`config.mk`:
```
export PLATFORM = sky130hd
export DESIGN_NAME = nibble_feistel_byte_cipher_flat
export DESIGN_NICKNAME = d
export VERILOG_FILES = /design/src/rtl/nfbc_pkg.sv /design/src/rtl/nfbc_ifs.sv /design/src/rtl/nfbc_entry.sv /design/src/rtl/nfbc_round.sv /design/src/rtl/nibble_feistel_byte_cipher.sv /design/src/flat_wrapper.sv
export SDC_FILE = /design/constraint.sdc
export NUM_CORES = 1
export LEC_CHECK = 0
export BUFFER_PORTS_ARGS = -buffer_cell sky130_fd_sc_hd__clkbuf_2
export CAP_MARGIN = 20
export CORE_MARGIN = 1
export CORE_UTILIZATION = 59
export DETAILED_ROUTE_END_ITERATION = 16
export GPL_ROUTABILITY_DRIVEN = 1
export PLACE_DENSITY = 0.76
export SLEW_MARGIN = 40
export SYNTH_ARGS = -nofsm -noshare
export SYNTH_HDL_FRONTEND = slang
export SYNTH_HIERARCHICAL = 1
export SYNTH_SLANG_ARGS = --single-unit
```
`constraint.sdc`:
```
create_clock -name clk -period 3.68 [get_ports clk]
set_input_delay 0.368 -clock clk [delete_from_list [all_inputs] [get_ports clk]]
set_output_delay 0.368 -clock clk [all_outputs]
set_load 0.05 [all_outputs]
```
`src/rtl/nfbc_pkg.sv`:
```
// ----------------------------------------------------------------------------
// nfbc_pkg
// Shared types, constants and helpers of the nibble Feistel byte cipher.
// ----------------------------------------------------------------------------
`default_nettype none

package nfbc_pkg;

  localparam int NIB_W = 4;
  localparam int BYTE_W = 8;
  localparam int POS_W = 5;
  localparam int KEY_W = 128;
  localparam int WORD_W = 64;
  localparam int CFG_IDX_W = 2;

  typedef enum logic [CFG_IDX_W-1:0] {
    REG_DECRYPT_MODE = 2'd0,
    REG_KEY_LOW      = 2'd1,
    REG_KEY_HIGH     = 2'd2
  } cfg_reg_t;

  typedef struct packed {
    logic [NIB_W-1:0] hi;
    logic [NIB_W-1:0] lo;
    logic [POS_W-1:0] j;
    logic             dec;
  } stage_t;

  // Even index takes the high nibble of its byte, odd index the low one.
  function automatic logic [NIB_W-1:0] key_nibble(input logic [KEY_W-1:0] key,
                                                  input logic [POS_W-1:0] j);
    logic [POS_W-1:0] n;
    n = j ^ POS_W'(1);
    return key[{n, 2'b00} +: NIB_W];
  endfunction

endpackage

`default_nettype wire

```
`src/rtl/nfbc_ifs.sv`:
```
// ----------------------------------------------------------------------------
// nfbc_in_if / nfbc_out_if
// Valid/ready channels carrying input bytes and transformed bytes.
// ----------------------------------------------------------------------------
`default_nettype none

interface nfbc_in_if;
  logic       valid;
  logic       ready;
  logic [7:0] data_in;
  logic       start_of_message;

  modport source (output valid, output data_in, output start_of_message, input ready);
  modport sink   (input valid, input data_in, input start_of_message, output ready);
endinterface

interface nfbc_out_if;
  logic       valid;
  logic       ready;
  logic [7:0] data_out;

  modport source (output valid, output data_out, input ready);
  modport sink   (input valid, input data_out, output ready);
endinterface

`default_nettype wire

```
`src/rtl/nfbc_entry.sv`:
```
// ----------------------------------------------------------------------------
// nfbc_entry
// Input stage: tracks the key position and registers the first round index.
// ----------------------------------------------------------------------------
`default_nettype none

module nfbc_entry #(
  parameter int ROUNDS  = 8,
  parameter int NIBBLES = 32
) (
  input  wire logic                            clk,
  input  wire logic                            rst,
  input  wire logic                            decrypt_mode,
  input  wire logic                            in_valid,
  output      logic                            in_ready,
  input  wire logic [nfbc_pkg::BYTE_W-1:0]     data_in,
  input  wire logic                            start_of_message,
  output      logic                            out_valid,
  input  wire logic                            out_ready,
  output      nfbc_pkg::stage_t                out_data
);
  import nfbc_pkg::*;

  localparam int OFF = (ROUNDS - 1) % NIBBLES;
  localparam int ADV = ROUNDS % NIBBLES;

  logic [POS_W-1:0] key_position;
  logic [POS_W-1:0] p;
  logic [POS_W:0]   dsum;
  logic [POS_W:0]   asum;
  logic [POS_W-1:0] j0;
  logic [POS_W-1:0] key_position_next;
  logic             take;

  assign in_ready = !out_valid || out_ready;
  assign take     = in_valid && in_ready;

  always_comb begin
    p    = start_of_message ? '0 : key_position;
    dsum = {1'b0, p} + (POS_W+1)'(OFF);
    asum = {1'b0, p} + (POS_W+1)'(ADV);
    if (!decrypt_mode) begin
      j0 = p;
    end else if (dsum >= (POS_W+1)'(NIBBLES)) begin
      j0 = POS_W'(dsum - (POS_W+1)'(NIBBLES));
    end else begin
      j0 = dsum[POS_W-1:0];
    end
    if (asum >= (POS_W+1)'(NIBBLES)) begin
      key_position_next = POS_W'(asum - (POS_W+1)'(NIBBLES));
    end else begin
      key_position_next = asum[POS_W-1:0];
    end
  end

  always_ff @(posedge clk) begin
    if (rst) begin
      out_valid    <= 1'b0;
      key_position <= '0;
    end else begin
      if (in_ready) begin
        out_valid <= in_valid;
      end
      if (take) begin
        key_position <= key_position_next;
      end
    end
  end

  always_ff @(posedge clk) begin
    if (take) begin
      out_data.hi  <= data_in[BYTE_W-1:NIB_W];
      out_data.lo  <= data_in[NIB_W-1:0];
      out_data.j   <= j0;
      out_data.dec <= decrypt_mode;
    end
  end

endmodule

`default_nettype wire

```
`src/rtl/nfbc_round.sv`:
```
// ----------------------------------------------------------------------------
// nfbc_round
// One registered Feistel round; steps the key index for the next round.
// ----------------------------------------------------------------------------
`default_nettype none

module nfbc_round #(
  parameter int NIBBLES = 32
) (
  input  wire logic                          clk,
  input  wire logic                          rst,
  input  wire logic [nfbc_pkg::KEY_W-1:0]    key,
  input  wire logic                          in_valid,
  output      logic                          in_ready,
  input  wire nfbc_pkg::stage_t              in_data,
  output      logic                          out_valid,
  input  wire logic                          out_ready,
  output      nfbc_pkg::stage_t              out_data
);
  import nfbc_pkg::*;

  localparam logic [POS_W-1:0] LAST = POS_W'(NIBBLES - 1);

  stage_t res;

  assign in_ready = !out_valid || out_ready;

  always_comb begin
    res.hi  = in_data.lo;
    res.lo  = key_nibble(key, in_data.j) ^ NIB_W'(in_data.lo + in_data.j[NIB_W-1:0])
              ^ in_data.hi;
    res.dec = in_data.dec;
    if (in_data.dec) begin
      res.j = (in_data.j == '0) ? LAST : in_data.j - POS_W'(1);
    end else begin
      res.j = (in_data.j == LAST) ? '0 : in_data.j + POS_W'(1);
    end
  end

  always_ff @(posedge clk) begin
    if (rst) begin
      out_valid <= 1'b0;
    end else if (in_ready) begin
      out_valid <= in_valid;
    end
  end

  always_ff @(posedge clk) begin
    if (in_valid && in_ready) begin
      out_data <= res;
    end
  end

endmodule

`default_nettype wire

```
`src/rtl/nibble_feistel_byte_cipher.sv`:
```
// ----------------------------------------------------------------------------
// nibble_feistel_byte_cipher
// Byte cipher built from nibble Feistel rounds, one pipeline stage per round.
// ----------------------------------------------------------------------------
// Takes one byte per clock and returns one byte per clock while the output
// is not stalled. The byte passes through ROUNDS+1 register stages: one
// entry stage that resolves the key position and is loaded at the input
// transfer, then one register stage per round. Every stage has its own
// valid bit and hands data on when the next stage is empty or moving, so a
// stalled output holds its byte while earlier stages keep filling. Key and
// mode registers are written through the configuration port. The user must
// write them only while no byte is in flight; the block itself does not
// enforce this.
`default_nettype none

module nibble_feistel_byte_cipher #(
  parameter int ROUNDS  = 8,
  parameter int NIBBLES = 32
) (
  input  wire logic                              clk,
  input  wire logic                              rst,
  input  wire logic                              cfg_we,
  input  wire logic [nfbc_pkg::CFG_IDX_W-1:0]    cfg_index,
  input  wire logic [nfbc_pkg::WORD_W-1:0]       cfg_data,
  nfbc_in_if.sink                                in_ch,
  nfbc_out_if.source                             out_ch
);
  import nfbc_pkg::*;

  logic              decrypt_mode;
  logic [WORD_W-1:0] key_low_word;
  logic [WORD_W-1:0] key_high_word;
  logic [KEY_W-1:0]  key;

  stage_t st  [0:ROUNDS];
  logic   vld [0:ROUNDS];
  logic   rdy [0:ROUNDS];

  always_ff @(posedge clk) begin
    if (rst) begin
      decrypt_mode  <= 1'b0;
      key_low_word  <= '0;
      key_high_word <= '0;
    end else if (cfg_we) begin
      case (cfg_reg_t'(cfg_index))
        REG_DECRYPT_MODE: decrypt_mode  <= cfg_data[0];
        REG_KEY_LOW:      key_low_word  <= cfg_data;
        REG_KEY_HIGH:     key_high_word <= cfg_data;
        default: ;
      endcase
    end
  end

  assign key = {key_high_word, key_low_word};

  nfbc_entry #(
    .ROUNDS  (ROUNDS),
    .NIBBLES (NIBBLES)
  ) u_entry (
    .clk              (clk),
    .rst              (rst),
    .decrypt_mode     (decrypt_mode),
    .in_valid         (in_ch.valid),
    .in_ready         (in_ch.ready),
    .data_in          (in_ch.data_in),
    .start_of_message (in_ch.start_of_message),
    .out_valid        (vld[0]),
    .out_ready        (rdy[0]),
    .out_data         (st[0])
  );

  for (genvar k = 0; k < ROUNDS; k++) begin : g_round
    nfbc_round #(
      .NIBBLES (NIBBLES)
    ) u_round (
      .clk       (clk),
      .rst       (rst),
      .key       (key),
      .in_valid  (vld[k]),
      .in_ready  (rdy[k]),
      .in_data   (st[k]),
      .out_valid (vld[k+1]),
      .out_ready (rdy[k+1]),
      .out_data  (st[k+1])
    );
  end

  assign rdy[ROUNDS]     = out_ch.ready;
  assign out_ch.valid    = vld[ROUNDS];
  assign out_ch.data_out = {st[ROUNDS].lo, st[ROUNDS].hi};

endmodule

`default_nettype wire

```
`src/flat_wrapper.sv`:
```
// flat-port wrapper written by rule: the top's interface ports become plain ports
module nibble_feistel_byte_cipher_flat import nfbc_pkg::*;
#(
  parameter int ROUNDS  = 8,
  parameter int NIBBLES = 32
)
  (clk, rst, cfg_we, cfg_index, cfg_data, in_ch_valid, in_ch_data_in, in_ch_start_of_message, in_ch_ready, out_ch_valid, out_ch_data_out, out_ch_ready);
  nfbc_in_if in_ch_i ();
  nfbc_out_if out_ch_i ();
  input  wire logic clk;
  input  wire logic rst;
  input  wire logic cfg_we;
  input  wire logic [nfbc_pkg::CFG_IDX_W-1:0] cfg_index;
  input  wire logic [nfbc_pkg::WORD_W-1:0] cfg_data;
  input wire logic [$bits(in_ch_i.valid)-1:0] in_ch_valid;
  input wire logic [$bits(in_ch_i.data_in)-1:0] in_ch_data_in;
  input wire logic [$bits(in_ch_i.start_of_message)-1:0] in_ch_start_of_message;
  output wire logic [$bits(in_ch_i.ready)-1:0] in_ch_ready;
  output wire logic [$bits(out_ch_i.valid)-1:0] out_ch_valid;
  output wire logic [$bits(out_ch_i.data_out)-1:0] out_ch_data_out;
  input wire logic [$bits(out_ch_i.ready)-1:0] out_ch_ready;
  assign in_ch_i.valid = in_ch_valid;
  assign in_ch_i.data_in = in_ch_data_in;
  assign in_ch_i.start_of_message = in_ch_start_of_message;
  assign in_ch_ready = in_ch_i.ready;
  assign out_ch_valid = out_ch_i.valid;
  assign out_ch_data_out = out_ch_i.data_out;
  assign out_ch_i.ready = out_ch_ready;
  nibble_feistel_byte_cipher #(.ROUNDS(ROUNDS), .NIBBLES(NIBBLES)) u_core (.clk(clk), .rst(rst), .cfg_we(cfg_we), .cfg_index(cfg_index), .cfg_data(cfg_data), .in_ch(in_ch_i), .out_ch(out_ch_i));
endmodule
```
==> reports/metrics.csv, run 1 <==
metric,value,unit
status,"finished, final reports clean",
fmax,303,MHz
synth.avg_cell_area,10.3,µm²
routedWlPerCell,26.9,µm
yosysWarnings,6,
min_period,3310,ps
antenna_found_initial,0,
multiInputGateArea,14100,µm²
die_height,196,µm
cts_max_level,1,
fin_nets,2293,
finalMaxSlewViolations,0,
cts.sinks,262,
ant_nets,0,
syn2layout_area_growth,5.21,%
cts_inserted_buffers,28,
layout.cells.non_filler,2649,
cts_root_buf,clkbuf_16,
syn_nets,2285,
vias,17800,
dr.first_iter.drc_count,2082,
grt_pass1_wl,107,mm
layout_common_cells,"mux2i_1 (641), a22oi_1 (245), nand2b_1 (217)",
gp_congestion,1.04,
grt_overflow,0,
setup_viol,0,
hold_path.class,in -> reg,
route.detailed.drc,0,
setup_tns,0,ps
clock_path_buffers,3,
coreArea,36700,µm²
ff_latch_area,6440,µm²
numPortBuffers,89,
grt_pass1_vias,17300,
synth.cell_area,22100,µm²
finalHoldViolations,0,
placementRows,70,
worst_clock_skew,11.1,ps
rsz0062_at_grt,false,
clock_insertion_delay_worst_skew,570,ps
drive_gt1_share,12.2,%
num_antenna_cells,0,
ir_worst_vdd,0.414,mV
vias_per_cell,6.73,
cp.arrival,2940,ps
pin_count,90,
initial_core_util,60.2,%
path_clk_slew,70,ps
p_leak,9.59,nW
tightestPinTransition,833,ps
grt_max_degree,128,
fin_crit_sh,89.8,%
grt_use_total,36.8,%
cap_violations,0,
endpoint_kind,primary output,
fillers,2994,
die_area,38200,µm²
slew_headroom,44.3,%
final_common_cell,mux2i_1,
start_kind,flop,
hpwl,53.6,mm
post_cts_buffers,0,
crit_type,reg -> out,
powerDensity,310,nW/µm²
whs_path_depth,3,
syn_inst,2152,
cp_max_fo,4,
r2r_cells,12,
cp.required,3310,ps
die_w,196,µm
drtPass1Iterations,5,
wl,71.2,mm
cts_tree,built,
dp_cells,2590,
==> critical path: stages, from the launching register on <==
cell	delay (ps)
dfxtp_1	320
nand2b_1	90
nand2b_1	180
nand2b_1	180
nand2b_1	210
nand2b_1	210
nand2b_1	210
nand2b_1	220
nand2b_1	240
nor2b_4	200
inv_2	80
clkbuf_2	240
==> per-layer routing <==
layer / GRT usage, % / routed length [µm]
met5: 0 / 0
met4: 22.4 / 4500
met3: 6.04 / 6360
met2: 56.6 / 31100
met1: 48.4 / 29200
==> final cells by class <==
class	instances	share of cell area, %
multi-input combinational	1679	60.4
sequential	262	27.7
timing repair buffer	156	4.83
clock buffer	39	3.45
tap	468	2.52
clock inverter	12	0.560
inverter	33	0.533
==> final timing paths <==
path | slack, ps | from | to
min | 50 | cfg_data[27] | u_core/key_high_word[27]
max | 370 | u_core/g_round[7].u_round/out_valid | in_ch_ready
max reg2reg | 940 | u_core/g_round[7].u_round/out_valid | u_core/u_entry/key_position[3]
min reg2reg | 460 | u_core/g_round[4].u_round/out_valid | u_core/g_round[5].u_round/out_valid
==> timing repair <==
action                                 in CTS  in global routing
endpoints found under the hold margin       8                  0
hold buffers                                8                  0
resized for setup                           0                  0
==> state kept, by name, indices dropped and copies added (netlist names) <==
name and flops:
u_core/decrypt_mode 1, u_core/g_round.u_round/out_data 105, u_core/g_round.u_round/out_valid 8, u_core/key_high_word 64, u_core/key_low_word 64, u_core/u_entry/key_position 5
u_core/u_entry/out_data 14, u_core/u_entry/out_valid 1
==> power by group <==
| group | leakage, nW | internal, W | total, W | switching (W) |
|---|---|---|---|---|
| combinational | 6.88 | 0.000477 | 0.000970 | 0.000493 |
| clock | 0.455 | 0.00166 | 0.00284 | 0.00118 |
| sequential | 2.26 | 0.00315 | 0.00341 | 0.000257 |
==> through the flow <==
step | total power [W] | worst slack [ps] | instance area [µm²] | util [%] | hold WS (ps)
final | 0.00722 | 375 | 23300 | 63.4 | 54.6
after global routing | 0.00746 | 181 | 23300 | 63.4 | 62.5
after CTS | 0.00724 | 352 | 23300 | 63.4 | 37.8
after detailed placement | 0.00440 | 810 | 22200 | 60.6 | 449
after global placement | 0.00436 | 863 | 22200 | 60.5 | 442
after floorplan | 0.00410 | 924 | 22100 | - | 424
Power figures use the tool's default switching activity.
==> inputs of run 2 (changes only) <==
--- a/config.mk
+++ b/config.mk
@@ -11,7 +11,7 @@
 export CORE_UTILIZATION = 59
 export DETAILED_ROUTE_END_ITERATION = 16
 export GPL_ROUTABILITY_DRIVEN = 1
-export PLACE_DENSITY = 0.76
+export PLACE_DENSITY = 0.79
 export SLEW_MARGIN = 40
 export SYNTH_ARGS = -nofsm -noshare
 export SYNTH_HDL_FRONTEND = slang
==> reports/metrics.csv, run 2 (synthesis results as in run 1) <==
metric,value,unit
fin_crit_sh,89.0,%
slowest_stage,dfxtp_1,
layout_common_cells,"mux2i_1 (641), a22oi_1 (245), nand2b_1 (217)",
grt_pass1_wl,111,mm
min_period,3280,ps
cp.arrival,2910,ps
placementRows,70,
start_kind,flop,
cts_tree,built,
swShare,26.9,%
grt_use_total,38.8,%
die_w,196,µm
cap_violations,0,
die_area,38200,µm²
routedWlPerCell,28.6,µm
grt_pass1_vias,17500,
cts_root_buf,clkbuf_16,
cts_resized,0,
num_antenna_cells,0,
numPortBuffers,89,
fin_nets,2283,
p_switching,0.00195,W
p_leak,9.54,nW
dp_slack,818,ps
largest_reg_flops,105,
cts.sinks,262,
fin_area,23200,µm²
setup_tns,0,ps
grt_max_degree,95,
final_common_cell,mux2i_1,
use_met2,60.2,%
crit_top_cell,nand2b_1,
seqPwrFrac,46.6,%
dp_cells,2579,
grt_overflow,0,
p_int,0.00529,W
hpwl,54.6,mm
coreArea,36700,µm²
path_clk_slew,60,ps
layout.cells.non_filler,2640,
cts_max_level,1,
vias,18200,
post-route-util,63.1,%
cp_cell_sequence,nand2b_1 -> nand2b_1 -> nand2b_1 -> nand2b_1 -> nand2b_1 -> nand2b_1 -> nand2b_1 -> nand2b_1 -> nor2b_4 -> inv_2 -> clkbuf_2,
finalMaxSlewViolations,0,
route.detailed.drc,0,
ant_nets,0,
vias_per_cell,6.89,
status,"finished, final reports clean",
finalHoldViolations,0,
largest-register,u_core/g_round.u_round/out_data,
use_met3,10.3,%
post_cts_buffers,0,
fin_ws,404,ps
antenna_found_initial,3,
crit_type,reg -> out,
cp.required,3310,ps
pin_count,90,
gp_congestion,1.02,
clock_insertion_delay_worst_skew,570,ps
cp_max_fo,4,
fmax,305,MHz
grt_most_used_layer,met2,
clock_path_buffers,3,
drtPass1Iterations,6,
tightestPinTransition,926,ps
dr.first_iter.drc_count,2216,
powerDensity,313,nW/µm²
rsz0062_at_grt,false,
dpl_cell_area,22100,µm²
combPwrFrac,14.0,%
cts_inserted_buffers,28,
reg_top3,"u_core/g_round.u_round/out_data: 105 flops, u_core/key_high_word: 64 flops, u_core/key_low_word: 64 flops",
initial_core_util,60.2,%
slew_headroom,37.8,%
endpoint_kind,primary output,
die_height,196,µm
gr-usage-met1,49.1,%
setup_viol,0,
ir_worst_vdd,0.361,mV
slowest_delay,320,ps
clock_power_share,39.4,%
drive_gt1_share,12.1,%
hold_path.class,in -> reg,
wl,75.6,mm
worst_clock_skew,23.9,ps
ctsHoldBuffers,8,
syn2layout_area_growth,4.77,%
==> run 2: area by class of cell <==
class                           instances  area (µm²)
Multi-Input combinational cell       1679       14100
Fill cell                            2958       13500
Sequential cell                       262        6440
Timing Repair Buffer                  146        1010
Clock buffer                           38         802
Tap cell                              468         586
Clock inverter                         14         131
Inverter                               33         124
==> run 2: critical path, delay by kind of cell (launching register included) <==
family | cells | cell delay (ps)
DFF | 1 | 320
and+or+nand+nor | 9 | 1710
buffers and inverters | 2 | 300
==> run 2: path summary, 6_finish.rpt <==
kind                                                             from                                endpoint  slack (ps)  depth (start not counted)
worst max-delay path              u_core/g_round[7].u_round/out_valid                             in_ch_ready         400                         11
worst max register to register  u_core/g_round[6].u_round/out_data[2]   u_core/g_round[7].u_round/out_data[6]         900                          6
worst min-delay path                                     cfg_data[30]                u_core/key_high_word[30]          70                          3
worst min register to register  u_core/g_round[4].u_round/out_data[8]  u_core/g_round[5].u_round/out_data[12]         450                          0
==> run 2: power groups by stage <==
| stage | Sequential, W | Clock [W] | Combinational [W] |
|---|---|---|---|
| floorplan | 0.00331 | 0 | 0.000785 |
| global placement | 0.00342 | 0 | 0.000952 |
| detailed placement | 0.00342 | 0 | 0.000982 |
| CTS | 0.00336 | 0.00289 | 0.000993 |
| global route | 0.00338 | 0.00299 | 0.00108 |
| finish | 0.00337 | 0.00286 | 0.00101 |
==> run 2: metrics by stage <==
step / power, W / hold slack (ps)
finish: 0.00724 / 66.2
global route: 0.00745 / 79.3
CTS: 0.00724 / 45.7
detailed placement: 0.00440 / 442
global placement: 0.00437 / 439
floorplan: 0.00410 / 424
==> run 2: layer usage <==
layer  up-vias  part of all wire [%]
li1       7981                     -
met1      8877                    40
met2      1084                    44
met3       243                    10
met4         4                   6.0
met5         -                 0.037
